$ cat src/sv/rtp_pkg.sv
// Shared types, character codes and note tables for the ringtone text parser.
// No dependencies; imported by every module of the block.
`timescale 1ns / 1ps
package rtp_pkg;

  localparam int CharW  = 8;
  localparam int WntW   = 24;
  localparam int TimeW  = 25;
  localparam int FreqW  = 14;
  localparam int LenW   = 8;
  localparam int OctW   = 4;
  localparam int KindW  = 2;
  localparam int IdxW   = 3;
  localparam int SetW   = 12;
  localparam int DivCntW = 5;
  localparam int DivSteps = WntW;

  localparam logic [KindW-1:0] KIND_TITLE = 2'd0;
  localparam logic [KindW-1:0] KIND_NOTE  = 2'd1;
  localparam logic [KindW-1:0] KIND_END   = 2'd2;

  localparam logic [1:0] SET_OTHER = 2'd0;
  localparam logic [1:0] SET_OCT   = 2'd1;
  localparam logic [1:0] SET_DUR   = 2'd2;
  localparam logic [1:0] SET_BPM   = 2'd3;

  localparam logic [CharW-1:0] CH_NUL   = 8'h00;
  localparam logic [CharW-1:0] CH_HASH  = 8'h23;
  localparam logic [CharW-1:0] CH_COMMA = 8'h2C;
  localparam logic [CharW-1:0] CH_DOT   = 8'h2E;
  localparam logic [CharW-1:0] CH_DIG0  = 8'h30;
  localparam logic [CharW-1:0] CH_DIG9  = 8'h39;
  localparam logic [CharW-1:0] CH_COLON = 8'h3A;
  localparam logic [CharW-1:0] CH_LA    = 8'h61;
  localparam logic [CharW-1:0] CH_LB    = 8'h62;
  localparam logic [CharW-1:0] CH_LD    = 8'h64;
  localparam logic [CharW-1:0] CH_LG    = 8'h67;
  localparam logic [CharW-1:0] CH_LO    = 8'h6F;
  localparam logic [CharW-1:0] CH_LZ    = 8'h7A;

  localparam logic [LenW-1:0] DEF_LENGTH = 8'd4;
  localparam logic [OctW-1:0] DEF_OCT    = 4'd6;
  localparam logic [OctW-1:0] OCT_MAX    = 4'd9;
  localparam logic [OctW-1:0] OCT_BASE   = 4'd5;
  localparam logic [LenW-1:0] SET_SAT    = 8'd255;
  localparam logic [WntW-1:0] WNT_RESET  = 24'd2000000;

  localparam int SHARP_NUM = 10595;
  localparam int SHARP_DEN = 10000;

  localparam logic [FreqW-1:0] TONE_HZ [7] = '{
    14'd440, 14'd494, 14'd523, 14'd587, 14'd659, 14'd698, 14'd784
  };

  localparam logic [FreqW-1:0] SHARP_HZ [7] = '{
    14'((SHARP_NUM * 440) / SHARP_DEN), 14'((SHARP_NUM * 494) / SHARP_DEN),
    14'((SHARP_NUM * 523) / SHARP_DEN), 14'((SHARP_NUM * 587) / SHARP_DEN),
    14'((SHARP_NUM * 659) / SHARP_DEN), 14'((SHARP_NUM * 698) / SHARP_DEN),
    14'((SHARP_NUM * 784) / SHARP_DEN)
  };

  // idx 0 is "no tone", 1..7 are a..g
  function automatic logic [FreqW-1:0] note_hz(input logic [IdxW-1:0] idx,
                                               input logic sharp);
    logic [IdxW-1:0] k;
    k = idx - 3'd1;
    if (idx == 3'd0) begin
      return '0;
    end else if (sharp) begin
      return SHARP_HZ[k];
    end else begin
      return TONE_HZ[k];
    end
  endfunction

  typedef struct packed {
    logic zero;
    logic digit;
    logic lower;
    logic colon;
    logic comma;
    logic hash;
    logic dot;
    logic div_done;
    logic out_free;
  } stat_t;

  typedef struct packed {
    logic title_out;
    logic end_out;
    logic note_out;
    logic song_rst;
    logic start_note;
    logic set_letter;
    logic acc_setting;
    logic commit_def;
    logic dur1;
    logic dur2;
    logic letter;
    logic sharp;
    logic dot;
    logic oct;
    logic emit;
  } cmd_t;

endpackage

$ cat src/sv/ringtone_text_note_parser.sv
// Timing: a title byte or end-of-song result is in the output register in the cycle after
// its transfer; a note is loaded when the 24-step restoring divide started by its closing byte is done.
// Throughput: one text byte per cycle while the output register is free; input is blocked while a note divides.
// Reset (rst_ni, async low): title phase, default length 4, default octave 6,
// whole_note_time 2000000, output empty. No clearing pass.
`timescale 1ns / 1ps
module ringtone_text_note_parser (
  input  logic        clk_i,
  input  logic        rst_ni,
  input  logic        s_axis_tvalid,
  output logic        s_axis_tready,
  input  logic [7:0]  s_axis_tdata,   // [7:0] char_code
  output logic        m_axis_tvalid,
  input  logic        m_axis_tready,
  output logic [47:0] m_axis_tdata,   // [7:0] title_byte, [32:8] note_time,
                                      // [46:33] note_freq, [47] zero
  output logic [1:0]  m_axis_tuser,   // [1:0] kind
  output logic        m_axis_tlast,   // song_end
  input  logic        psel,
  input  logic        penable,
  input  logic        pwrite,
  input  logic [2:0]  paddr,
  input  logic [31:0] pwdata,
  output logic [31:0] prdata,
  output logic        pready
);
  import rtp_pkg::*;

  logic [WntW-1:0]  wnt_q, wnt_d;
  stat_t            stat;
  cmd_t             cmd;
  logic [CharW-1:0] title_byte;
  logic [TimeW-1:0] note_time;
  logic [FreqW-1:0] note_freq;
  logic             reg_sel;

  assign pready  = 1'b1;
  assign reg_sel = paddr[2] == 1'b0;
  assign prdata  = reg_sel ? {8'd0, wnt_q} : 32'd0;

  always_comb begin
    wnt_d = wnt_q;
    if (psel && penable && pwrite && reg_sel) begin
      wnt_d = pwdata[WntW-1:0];
    end
  end

  always_ff @(posedge clk_i or negedge rst_ni) begin
    if (!rst_ni) begin
      wnt_q <= WNT_RESET;
    end else begin
      wnt_q <= wnt_d;
    end
  end

  rtp_ctrl u_ctrl (
    .clk_i      (clk_i),
    .rst_ni     (rst_ni),
    .in_valid_i (s_axis_tvalid),
    .in_ready_o (s_axis_tready),
    .stat_i     (stat),
    .cmd_o      (cmd)
  );

  rtp_dpath u_dpath (
    .clk_i        (clk_i),
    .rst_ni       (rst_ni),
    .char_i       (s_axis_tdata),
    .wnt_i        (wnt_q),
    .cmd_i        (cmd),
    .stat_o       (stat),
    .out_ready_i  (m_axis_tready),
    .out_valid_o  (m_axis_tvalid),
    .kind_o       (m_axis_tuser),
    .title_byte_o (title_byte),
    .note_time_o  (note_time),
    .note_freq_o  (note_freq),
    .song_end_o   (m_axis_tlast)
  );

  assign m_axis_tdata = {1'b0, note_freq, note_time, title_byte};

endmodule

$ cat src/sv/rtp_div.sv
// Restoring divider, one quotient bit per cycle: whole-note time by note length.
// Depends on rtp_pkg.
`timescale 1ns / 1ps
module rtp_div (
  input  logic                     clk_i,
  input  logic                     rst_ni,
  input  logic                     start_i,
  input  logic [rtp_pkg::WntW-1:0] dividend_i,
  input  logic [rtp_pkg::LenW-1:0] divisor_i,
  output logic                     done_o,
  output logic [rtp_pkg::WntW-1:0] quo_o
);
  import rtp_pkg::*;

  logic [DivCntW-1:0] cnt_q, cnt_d;
  logic               done_q, done_d;
  logic [WntW-1:0]    quo_q, quo_d;
  logic [LenW-1:0]    rem_q, rem_d;
  logic [LenW-1:0]    dvs_q, dvs_d;
  logic [LenW:0]      trial;
  logic               busy;

  assign busy  = cnt_q != '0;
  assign trial = {rem_q, quo_q[WntW-1]};

  always_comb begin
    cnt_d  = cnt_q;
    quo_d  = quo_q;
    rem_d  = rem_q;
    dvs_d  = dvs_q;
    done_d = busy && (cnt_q == DivCntW'(1));
    if (start_i) begin
      cnt_d = DivCntW'(DivSteps);
      quo_d = dividend_i;
      rem_d = '0;
      dvs_d = divisor_i;
    end else if (busy) begin
      cnt_d = cnt_q - DivCntW'(1);
      if (trial >= {1'b0, dvs_q}) begin
        rem_d = LenW'(trial - {1'b0, dvs_q});
        quo_d = {quo_q[WntW-2:0], 1'b1};
      end else begin
        rem_d = trial[LenW-1:0];
        quo_d = {quo_q[WntW-2:0], 1'b0};
      end
    end
  end

  always_ff @(posedge clk_i or negedge rst_ni) begin
    if (!rst_ni) begin
      cnt_q  <= '0;
      done_q <= 1'b0;
    end else begin
      cnt_q  <= cnt_d;
      done_q <= done_d;
    end
  end

  always_ff @(posedge clk_i) begin
    quo_q <= quo_d;
    rem_q <= rem_d;
    dvs_q <= dvs_d;
  end

  assign done_o = done_q;
  assign quo_o  = quo_q;

endmodule

$ cat src/sv/rtp_dpath.sv
// Datapath: character decode, song defaults, current note, divider, output register.
// Depends on rtp_pkg and rtp_div; driven by rtp_ctrl commands.
`timescale 1ns / 1ps
module rtp_dpath (
  input  logic                      clk_i,
  input  logic                      rst_ni,
  input  logic [rtp_pkg::CharW-1:0] char_i,
  input  logic [rtp_pkg::WntW-1:0]  wnt_i,
  input  rtp_pkg::cmd_t             cmd_i,
  output rtp_pkg::stat_t            stat_o,
  input  logic                      out_ready_i,
  output logic                      out_valid_o,
  output logic [rtp_pkg::KindW-1:0] kind_o,
  output logic [rtp_pkg::CharW-1:0] title_byte_o,
  output logic [rtp_pkg::TimeW-1:0] note_time_o,
  output logic [rtp_pkg::FreqW-1:0] note_freq_o,
  output logic                      song_end_o
);
  import rtp_pkg::*;

  logic [LenW-1:0] def_len_q, def_len_d;
  logic [OctW-1:0] def_oct_q, def_oct_d;
  logic [1:0]      set_let_q, set_let_d;
  logic [LenW-1:0] set_val_q, set_val_d;
  logic [LenW-1:0] cur_len_q, cur_len_d;
  logic [OctW-1:0] cur_oct_q, cur_oct_d;
  logic [IdxW-1:0] idx_q, idx_d;
  logic            sharp_q, sharp_d;
  logic            dot_q, dot_d;

  logic [FreqW-1:0] pfreq_q;
  logic             pdot_q, pzero_q, pend_q;

  logic             ovalid_q, ovalid_d;
  logic [KindW-1:0] kind_q;
  logic [CharW-1:0] title_q;
  logic [TimeW-1:0] time_q;
  logic [FreqW-1:0] freq_q;
  logic             end_q;

  logic [3:0]       dig;
  logic [SetW-1:0]  set_acc;
  logic [SetW-1:0]  len_acc;
  logic [FreqW-1:0] base_hz;
  logic [OctW-1:0]  shamt;
  logic [FreqW-1:0] oct_hz;
  logic             div_done;
  logic [WntW-1:0]  quo;
  logic [TimeW-1:0] t_raw;
  logic [TimeW-1:0] t_fin;

  assign dig = char_i[3:0];

  always_comb begin
    stat_o.zero     = char_i == CH_NUL;
    stat_o.digit    = (char_i >= CH_DIG0) && (char_i <= CH_DIG9);
    stat_o.lower    = (char_i >= CH_LA) && (char_i <= CH_LZ);
    stat_o.colon    = char_i == CH_COLON;
    stat_o.comma    = char_i == CH_COMMA;
    stat_o.hash     = char_i == CH_HASH;
    stat_o.dot      = char_i == CH_DOT;
    stat_o.div_done = div_done;
    stat_o.out_free = !ovalid_q || out_ready_i;
  end

  assign set_acc = SetW'(set_val_q) * SetW'(10) + SetW'(dig);
  assign len_acc = SetW'(cur_len_q) * SetW'(10) + SetW'(dig);

  always_comb begin
    def_len_d = def_len_q;
    def_oct_d = def_oct_q;
    set_let_d = set_let_q;
    set_val_d = set_val_q;
    cur_len_d = cur_len_q;
    cur_oct_d = cur_oct_q;
    idx_d     = idx_q;
    sharp_d   = sharp_q;
    dot_d     = dot_q;
    if (cmd_i.set_letter) begin
      set_val_d = '0;
      priority if (char_i == CH_LO) begin
        set_let_d = SET_OCT;
      end else if (char_i == CH_LD) begin
        set_let_d = SET_DUR;
      end else if (char_i == CH_LB) begin
        set_let_d = SET_BPM;
      end else begin
        set_let_d = SET_OTHER;
      end
    end
    if (cmd_i.acc_setting) begin
      set_val_d = (set_acc > SetW'(SET_SAT)) ? SET_SAT : set_acc[LenW-1:0];
    end
    if (cmd_i.commit_def) begin
      if (set_let_q == SET_OCT) begin
        def_oct_d = (set_val_q > LenW'(OCT_MAX)) ? OCT_MAX : set_val_q[OctW-1:0];
      end else if (set_let_q == SET_DUR) begin
        def_len_d = set_val_q;
      end
    end
    if (cmd_i.dur1) begin
      cur_len_d = LenW'(dig);
    end
    if (cmd_i.dur2) begin
      cur_len_d = len_acc[LenW-1:0];
    end
    if (cmd_i.letter) begin
      idx_d = (char_i <= CH_LG) ? char_i[IdxW-1:0] : '0;
    end
    if (cmd_i.sharp) begin
      sharp_d = 1'b1;
    end
    if (cmd_i.dot) begin
      dot_d = 1'b1;
    end
    if (cmd_i.oct) begin
      cur_oct_d = dig;
    end
    // start_note reads the defaults as just committed
    if (cmd_i.start_note) begin
      cur_len_d = def_len_d;
      cur_oct_d = def_oct_d;
      idx_d     = '0;
      sharp_d   = 1'b0;
      dot_d     = 1'b0;
    end
    if (cmd_i.song_rst) begin
      def_len_d = DEF_LENGTH;
      def_oct_d = DEF_OCT;
      set_let_d = SET_OTHER;
      set_val_d = '0;
      cur_len_d = '0;
      cur_oct_d = '0;
      idx_d     = '0;
      sharp_d   = 1'b0;
      dot_d     = 1'b0;
    end
  end

  always_ff @(posedge clk_i or negedge rst_ni) begin
    if (!rst_ni) begin
      def_len_q <= DEF_LENGTH;
      def_oct_q <= DEF_OCT;
      set_let_q <= SET_OTHER;
      set_val_q <= '0;
      cur_len_q <= '0;
      cur_oct_q <= '0;
      idx_q     <= '0;
      sharp_q   <= 1'b0;
      dot_q     <= 1'b0;
    end else begin
      def_len_q <= def_len_d;
      def_oct_q <= def_oct_d;
      set_let_q <= set_let_d;
      set_val_q <= set_val_d;
      cur_len_q <= cur_len_d;
      cur_oct_q <= cur_oct_d;
      idx_q     <= idx_d;
      sharp_q   <= sharp_d;
      dot_q     <= dot_d;
    end
  end

  // octave doubling, 14-bit wrap
  assign base_hz = note_hz(idx_q, sharp_q);
  assign shamt   = (cur_oct_q > OCT_BASE) ? (cur_oct_q - OCT_BASE) : '0;
  assign oct_hz  = FreqW'(base_hz << shamt);

  always_ff @(posedge clk_i) begin
    if (cmd_i.emit) begin
      pfreq_q <= oct_hz;
      pdot_q  <= dot_q;
      pzero_q <= cur_len_q == '0;
      pend_q  <= stat_o.zero;
    end
  end

  rtp_div u_div (
    .clk_i      (clk_i),
    .rst_ni     (rst_ni),
    .start_i    (cmd_i.emit),
    .dividend_i (wnt_i),
    .divisor_i  (cur_len_q),
    .done_o     (div_done),
    .quo_o      (quo)
  );

  assign t_raw = pzero_q ? '0 : TimeW'(quo);
  assign t_fin = pdot_q ? (t_raw + (t_raw >> 1)) : t_raw;

  always_comb begin
    ovalid_d = ovalid_q;
    if (out_ready_i) begin
      ovalid_d = 1'b0;
    end
    if (cmd_i.title_out || cmd_i.end_out || cmd_i.note_out) begin
      ovalid_d = 1'b1;
    end
  end

  always_ff @(posedge clk_i or negedge rst_ni) begin
    if (!rst_ni) begin
      ovalid_q <= 1'b0;
    end else begin
      ovalid_q <= ovalid_d;
    end
  end

  always_ff @(posedge clk_i) begin
    priority if (cmd_i.title_out) begin
      kind_q  <= KIND_TITLE;
      title_q <= char_i;
      time_q  <= '0;
      freq_q  <= '0;
      end_q   <= 1'b0;
    end else if (cmd_i.end_out) begin
      kind_q  <= KIND_END;
      title_q <= '0;
      time_q  <= '0;
      freq_q  <= '0;
      end_q   <= 1'b1;
    end else if (cmd_i.note_out) begin
      kind_q  <= KIND_NOTE;
      title_q <= '0;
      time_q  <= t_fin;
      freq_q  <= pfreq_q;
      end_q   <= pend_q;
    end
  end

  assign out_valid_o  = ovalid_q;
  assign kind_o       = kind_q;
  assign title_byte_o = title_q;
  assign note_time_o  = time_q;
  assign note_freq_o  = freq_q;
  assign song_end_o   = end_q;

endmodule

$ cat src/sv/rtp_ctrl.sv
// Parse-phase controller: walks title, defaults and note fields, sequences the divide.
// Depends on rtp_pkg; commands the rtp_dpath datapath.
`timescale 1ns / 1ps
module rtp_ctrl (
  input  logic           clk_i,
  input  logic           rst_ni,
  input  logic           in_valid_i,
  output logic           in_ready_o,
  input  rtp_pkg::stat_t stat_i,
  output rtp_pkg::cmd_t  cmd_o
);
  import rtp_pkg::*;

  localparam logic [3:0] PH_TITLE  = 4'd0;
  localparam logic [3:0] PH_DEFS   = 4'd1;
  localparam logic [3:0] PH_DEFVAL = 4'd2;
  localparam logic [3:0] PH_DUR1   = 4'd4;
  localparam logic [3:0] PH_DUR2   = 4'd5;
  localparam logic [3:0] PH_LETTER = 4'd6;
  localparam logic [3:0] PH_SHARP  = 4'd7;
  localparam logic [3:0] PH_DOT    = 4'd8;
  localparam logic [3:0] PH_OCT    = 4'd9;
  localparam logic [3:0] PH_END    = 4'd10;
  localparam logic [3:0] PH_DIV    = 4'd11;

  logic [3:0] phase_q, phase_d;
  logic       last_q, last_d;
  logic       acc;
  logic       in_dur1, in_dur2, in_let, in_sharp, in_dot, in_oct, in_end;

  assign in_ready_o = (phase_q != PH_DIV) && stat_i.out_free;
  assign acc        = in_valid_i && in_ready_o;

  // note fields are optional: a byte that misses one is tried on the next
  assign in_dur1  = phase_q == PH_DUR1;
  assign in_dur2  = (phase_q == PH_DUR2) || (in_dur1 && !stat_i.digit);
  assign in_let   = (phase_q == PH_LETTER) || (in_dur2 && !stat_i.digit);
  assign in_sharp = phase_q == PH_SHARP;
  assign in_dot   = (phase_q == PH_DOT) || (in_sharp && !stat_i.hash);
  assign in_oct   = (phase_q == PH_OCT) || (in_dot && !stat_i.dot);
  assign in_end   = (phase_q == PH_END) || (in_oct && !stat_i.digit);

  always_comb begin
    cmd_o   = '0;
    phase_d = phase_q;
    last_d  = last_q;
    if (phase_q == PH_DIV) begin
      if (stat_i.div_done) begin
        cmd_o.note_out = 1'b1;
        phase_d        = last_q ? PH_TITLE : PH_DUR1;
      end
    end else if (acc) begin
      if (phase_q == PH_DEFS) begin
        if (stat_i.zero) begin
          cmd_o.end_out  = 1'b1;
          cmd_o.song_rst = 1'b1;
          phase_d        = PH_TITLE;
        end else if (stat_i.colon) begin
          cmd_o.start_note = 1'b1;
          phase_d          = PH_DUR1;
        end else if (stat_i.lower) begin
          cmd_o.set_letter = 1'b1;
          phase_d          = PH_DEFVAL;
        end
      end else if (phase_q == PH_DEFVAL) begin
        if (stat_i.zero) begin
          cmd_o.end_out  = 1'b1;
          cmd_o.song_rst = 1'b1;
          phase_d        = PH_TITLE;
        end else if (stat_i.digit) begin
          cmd_o.acc_setting = 1'b1;
        end else if (stat_i.colon) begin
          cmd_o.commit_def = 1'b1;
          cmd_o.start_note = 1'b1;
          phase_d          = PH_DUR1;
        end else if (stat_i.comma) begin
          cmd_o.commit_def = 1'b1;
          phase_d          = PH_DEFS;
        end
      end else if (in_dur1 || in_dur2 || in_let) begin
        if (stat_i.zero) begin
          cmd_o.end_out  = 1'b1;
          cmd_o.song_rst = 1'b1;
          phase_d        = PH_TITLE;
        end else if (in_dur1 && stat_i.digit) begin
          cmd_o.dur1 = 1'b1;
          phase_d    = PH_DUR2;
        end else if (phase_q == PH_DUR2 && stat_i.digit) begin
          cmd_o.dur2 = 1'b1;
          phase_d    = PH_LETTER;
        end else begin
          cmd_o.letter = stat_i.lower;
          phase_d      = PH_SHARP;
        end
      end else if (in_sharp || in_dot || in_oct || in_end) begin
        if (in_sharp && stat_i.hash) begin
          cmd_o.sharp = 1'b1;
          phase_d     = PH_DOT;
        end else if (in_dot && stat_i.dot) begin
          cmd_o.dot = 1'b1;
          phase_d   = PH_OCT;
        end else if (in_oct && stat_i.digit) begin
          cmd_o.oct = 1'b1;
          phase_d   = PH_END;
        end else if (stat_i.comma || stat_i.zero) begin
          cmd_o.emit       = 1'b1;
          cmd_o.song_rst   = stat_i.zero;
          cmd_o.start_note = !stat_i.zero;
          last_d           = stat_i.zero;
          phase_d          = PH_DIV;
        end
      end else begin
        if (stat_i.zero) begin
          cmd_o.end_out  = 1'b1;
          cmd_o.song_rst = 1'b1;
          phase_d        = PH_TITLE;
        end else begin
          cmd_o.title_out = 1'b1;
          phase_d         = stat_i.colon ? PH_DEFS : PH_TITLE;
        end
      end
    end
  end

  always_ff @(posedge clk_i or negedge rst_ni) begin
    if (!rst_ni) begin
      phase_q <= PH_TITLE;
      last_q  <= 1'b0;
    end else begin
      phase_q <= phase_d;
      last_q  <= last_d;
    end
  end

  a_div_blocks_input: assert property (@(posedge clk_i) disable iff (!rst_ni)
    (phase_q == PH_DIV) |-> !in_ready_o)
    else $error("input taken during divide");

  a_done_in_div: assert property (@(posedge clk_i) disable iff (!rst_ni)
    stat_i.div_done |-> (phase_q == PH_DIV))
    else $error("divider finished outside divide phase");

  a_out_free: assert property (@(posedge clk_i) disable iff (!rst_ni)
    (cmd_o.title_out || cmd_o.end_out || cmd_o.note_out) |-> stat_i.out_free)
    else $error("result loaded over a pending one");

  a_one_result: assert property (@(posedge clk_i) disable iff (!rst_ni)
    $onehot0({cmd_o.title_out, cmd_o.end_out, cmd_o.note_out, cmd_o.emit}))
    else $error("more than one result action in a cycle");

  a_emit_enters_div: assert property (@(posedge clk_i) disable iff (!rst_ni)
    cmd_o.emit |=> (phase_q == PH_DIV))
    else $error("note emit did not start the divide");

endmodule

$ cat config.mk
export PLATFORM = sky130hd
export DESIGN_NAME = ringtone_text_note_parser
export DESIGN_NICKNAME = d
export VERILOG_FILES = /design/src/sv/rtp_pkg.sv /design/src/sv/ringtone_text_note_parser.sv /design/src/sv/rtp_div.sv /design/src/sv/rtp_dpath.sv /design/src/sv/rtp_ctrl.sv
export SDC_FILE = /design/constraint.sdc
export NUM_CORES = 1
export LEC_CHECK = 0
export ABC_AREA = 1
export BUFFER_PORTS_ARGS = -buffer_cell sky130_fd_sc_hd__buf_2
export CORE_ASPECT_RATIO = 1.1
export CORE_MARGIN = 3
export CORE_UTILIZATION = 50
export DETAILED_ROUTE_END_ITERATION = 6
export PLACE_DENSITY = 0.7
export SYNTH_ARGS = -nofsm -noshare
export SYNTH_HDL_FRONTEND = slang
export SYNTH_SLANG_ARGS = --single-unit
$ cat constraint.sdc
create_clock -name clk_i -period 3.2 [get_ports clk_i]
set_input_delay 0.8 -clock clk_i [delete_from_list [all_inputs] [get_ports clk_i]]
set_output_delay 0.8 -clock clk_i [all_outputs]
set_load 0.03 [all_outputs]
==> results.md <==
- Result of the run: complete, no violations
- Final design instance area without fill: 13440 sq um
- Weighted congestion reported at the end of routability-driven placement: 0.9501
- Final core utilization: 57.87%
- Clock input transition at the sequential cells of the worst setup and hold paths: 80 ps
- Fraction of the cycle the final worst path needs: 88.19%
- Share of async-settable or async-resettable flops after synthesis: 41.21%
- Number of nets in the finished design: 1935
- Sw Ratio: 40.99%
- Actual slew at the worst max-slew pin: 998.9 ps
- Kind of critical path: flip-flop to flip-flop
- Minimum clock period: 2822 ps
- Remaining antenna violation count after routing: 0
- CTS tree: yes
- Launching element type of the critical path: flip-flop
- Relative contribution of the clock network to total power: 23.7%
- Starting density of the core: 51.68%
- Fin. max-slew vios: 0
- Area of the core: 23220 sq um
- Wire length of the first global-routing pass: 50.77 mm
- Most common library cell in the layout ignoring fill and taps: sky130_fd_sc_hd__nand2_1
- Post-synthesis cell type with the largest combined area: sky130_fd_sc_hd__nand2_1
- Data arrival time of the critical path: 3140 ps
- Highest attainable clock frequency: 0.3543 GHz
- Die Y-Extent: 168.5 um
- Hold-fix buffer count after cts: 0
- Slowest cell on crit path: sky130_fd_sc_hd__edfxtp_1
- Number of buffers between clock root and the deepest sink: 2
- CTS HTree Levels: 4
- Sum of net half-perimeters after detailed placement: 23.08 mm
- Overall routed net length: 30.42 mm
- Number of DRC markers in iteration 0: 687
- Router iterations before antenna repair: 5
- Area of the mapped netlist: 12000 sq um
- Resized cells post-CTS: 0
- Total negative slack: 0 ps
- Series of cell instances along the critical path: buf_4 > nor2_1 > ha_1 > inv_1 > fa_1 > inv_1 > nand3_1 > nand2_1 > nand2_1 > nand2_1 > nand2_1 > nand2_1 > xor2_1 > o21ai_0 > nand2_1
- Initial antenna violation count: 0
- Count of buffers inserted at the top-level ports: 115
- Comb pwr share: 39.4%
- Worst Skew: 12.67 ps
- Overall die width: 153.7 um
- Design Power: 8.679 mW
- Vias in the first global route: 10.67k
- Critical path fanouts, max: 22
- Total DRC errors in the routed layout: 0
- Clock tree root buffer cell: sky130_fd_sc_hd__clkbuf_16
- TritonCTS Buffers: 17
- Count of yosys warnings during synthesis: 0
- Number of distinct library cells after synthesis: 47
- Number of max-cap violations: 0
- Hold violation count in the final report: 0
- Family with the most delay on the worst path: simple AND/OR/NAND/NOR gates
- Setup fix buffers added after clock tree synthesis: 0
- Number of synthesized register bits: 182
- Clock tree sinks: 182
- Sequential area share after synthesis: 38.34%
- Leading register cell type out of synthesis: sky130_fd_sc_hd__dfrtp_1
- Maximum vdd ir drop: 0.0004155 V
- Count of flip-flops with a built-in enable after synthesis: 57
- Max-slew headroom: 33.41%
- Fraction of post-synthesis cell area in the top cell type by area: 14.70%
- Maximum number of pins on one net before global-route repair: 76
- Io pins: 136
- Critical path endpoint category: flip-flop
- Cell area reported after detailed placement: 12860 sq um
- Die area: 25900 sq um
- Power share of the sequential group: 36.9%
- # rows: 58
- Clock latency reported for the late side of the worst-skew pair: 440 ps
- Combined buffer and inverter count along the critical path: 3
- Cell internal pwr: 5.122 mW
- Global-route congestion overflow total: 0
- Average vias per placed instance: 5.239
- Number of cells produced by synthesis: 1708
- Ratio of cells with drive above 1 in the final layout: 10.80%
- P_sw: 3.557 mW
- RSZ-0062 raised after global routing: false
- Layout area overhead: 11.98%
- Reg2reg setup slack: 380 ps
- Avg Synthesized Cell Area: 7.027 sq um
- Dominant cells by area after synthesis: sky130_fd_sc_hd__nand2_1 15%, sky130_fd_sc_hd__edfxtp_1 14%, sky130_fd_sc_hd__dfrtp_1 14%
- Total leakage power: 7.260 nW
- Type of the most critical hold path: flip-flop to flip-flop
- Crit path largest cell delay: 460 ps
- Worst hold margin: 439.3 ps
- Drt wl/cell: 14.32 um
- Cell Pwr Density: 645.8 nW/um^2
- Critical path data required time: 3520 ps
- Count of endpoints failing setup in the final report: 0
- Highest-count cells in the layout ignoring fill and taps: 469 x sky130_fd_sc_hd__nand2_1, 213 x sky130_fd_sc_hd__inv_1, 201 x sky130_fd_sc_hd__nor2_1
- Cell seen most often among critical-path stages: sky130_fd_sc_hd__nand2_1
- Global-route usage over all layers: 23.66%
- Vias after detailed routing: 11.13k
- Inserted Diodes: 0
==> metal layers <==
metal	vias to the layer above	share of wire (%)	GRT usage (%)	wire length (um)
met5	-	0	0	0
met4	0	2.2	8.333	674
met3	45	4.2	3.145	1270
met2	249	50	42.53	15250
met1	5112	43	29.21	13230
li1	5721	-	-	-
==> registers in the layout, summed over array words and instances, names as in the netlist, 3 cells and up <==
signal,count
u_ctrl.phase_q,4
u_dpath.cur_len_q,8
u_dpath.cur_oct_q,4
u_dpath.def_len_q,8
u_dpath.def_oct_q,4
u_dpath.idx_q,3
u_dpath.note_freq_o,14
u_dpath.note_time_o,25
u_dpath.pfreq_q,14
u_dpath.set_val_q,8
u_dpath.title_byte_o,8
u_dpath.u_div.cnt_q,5
u_dpath.u_div.dvs_q,8
u_dpath.u_div.quo_o,24
u_dpath.u_div.rem_q,8
wnt_q,24
==> cell type report <==
type                    instances  area (sq um)
well taps                     300         375.4
clock inverters                14         136.4
multi-input cells            1255          6307
clock buffers                  18         439.2
fillers                      2243          9783
repair buffers                135         753.2
inverters                     220         825.8
flip-flops and latches        182          4602
==> stage by stage <==
step | setup WS [ps] | cells
final | 377.9 | 2124
after global routing | 115.8 | 2124
after CTS | 423.4 | 2124
after detailed placement | 383.0 | 2092
after global placement | 408.3 | 2092
after floorplan | 393.3 | 1716
==> power groups by stage <==
stage          sequential (mW)  clock, mW  combinational (mW)
6_report                  3.20       2.06                3.42
5_1_grt                   3.26       2.21                3.90
4_1_cts                   3.20       2.11                3.42
3_5_place_dp              3.24          0                3.41
3_3_place_gp              3.24          0                3.34
2_1_floorplan             3.29          0                2.51
==> synthesized netlist by cell type, drive strengths merged (8+ instances only) <==
library cell	number
nand4	27
nand2	471
nor3	15
edfxtp	57
dfstp	10
o21ai	117
xor2	19
o211ai	8
inv	219
nand3	188
nor2	205
ha	68
dfrtp	65
clkbuf	33
a21oi	79
buf	26
dfxtp	50
==> path summary, 6_finish.rpt <==
path                                           end          startpoint  depth (start not counted)
max in group asynchronous                 wnt_q[9]              rst_ni                          1
setup reg to reg           u_dpath.note_time_o[16]     u_dpath.pzero_q                         15
min in group asynchronous     u_dpath.set_val_q[6]              rst_ni                          1
hold / removal              u_dpath.note_freq_o[7]  u_dpath.pfreq_q[7]                          2
setup / recovery           u_dpath.note_time_o[16]     u_dpath.pzero_q                         15
hold reg to reg             u_dpath.note_freq_o[7]  u_dpath.pfreq_q[7]                          2
==> worst min-delay path, stage by stage (launching register included) <==
cell	delay, ps
sky130_fd_sc_hd__edfxtp_1	320
sky130_fd_sc_hd__nand2_1	50
sky130_fd_sc_hd__nand2_1	50
==> cells by family after synthesis <==
kind of cell / share of synthesized area (%)
buf+inv: 9.372
fa+ha+maj: 8.090
xor+xnor: 1.897
mux: 0.3336
flops: 38.34
compound gates: 9.560
simple gates: 32.34
other cells: 0.06258
Note: power is estimated with default switching activity, not from simulation.
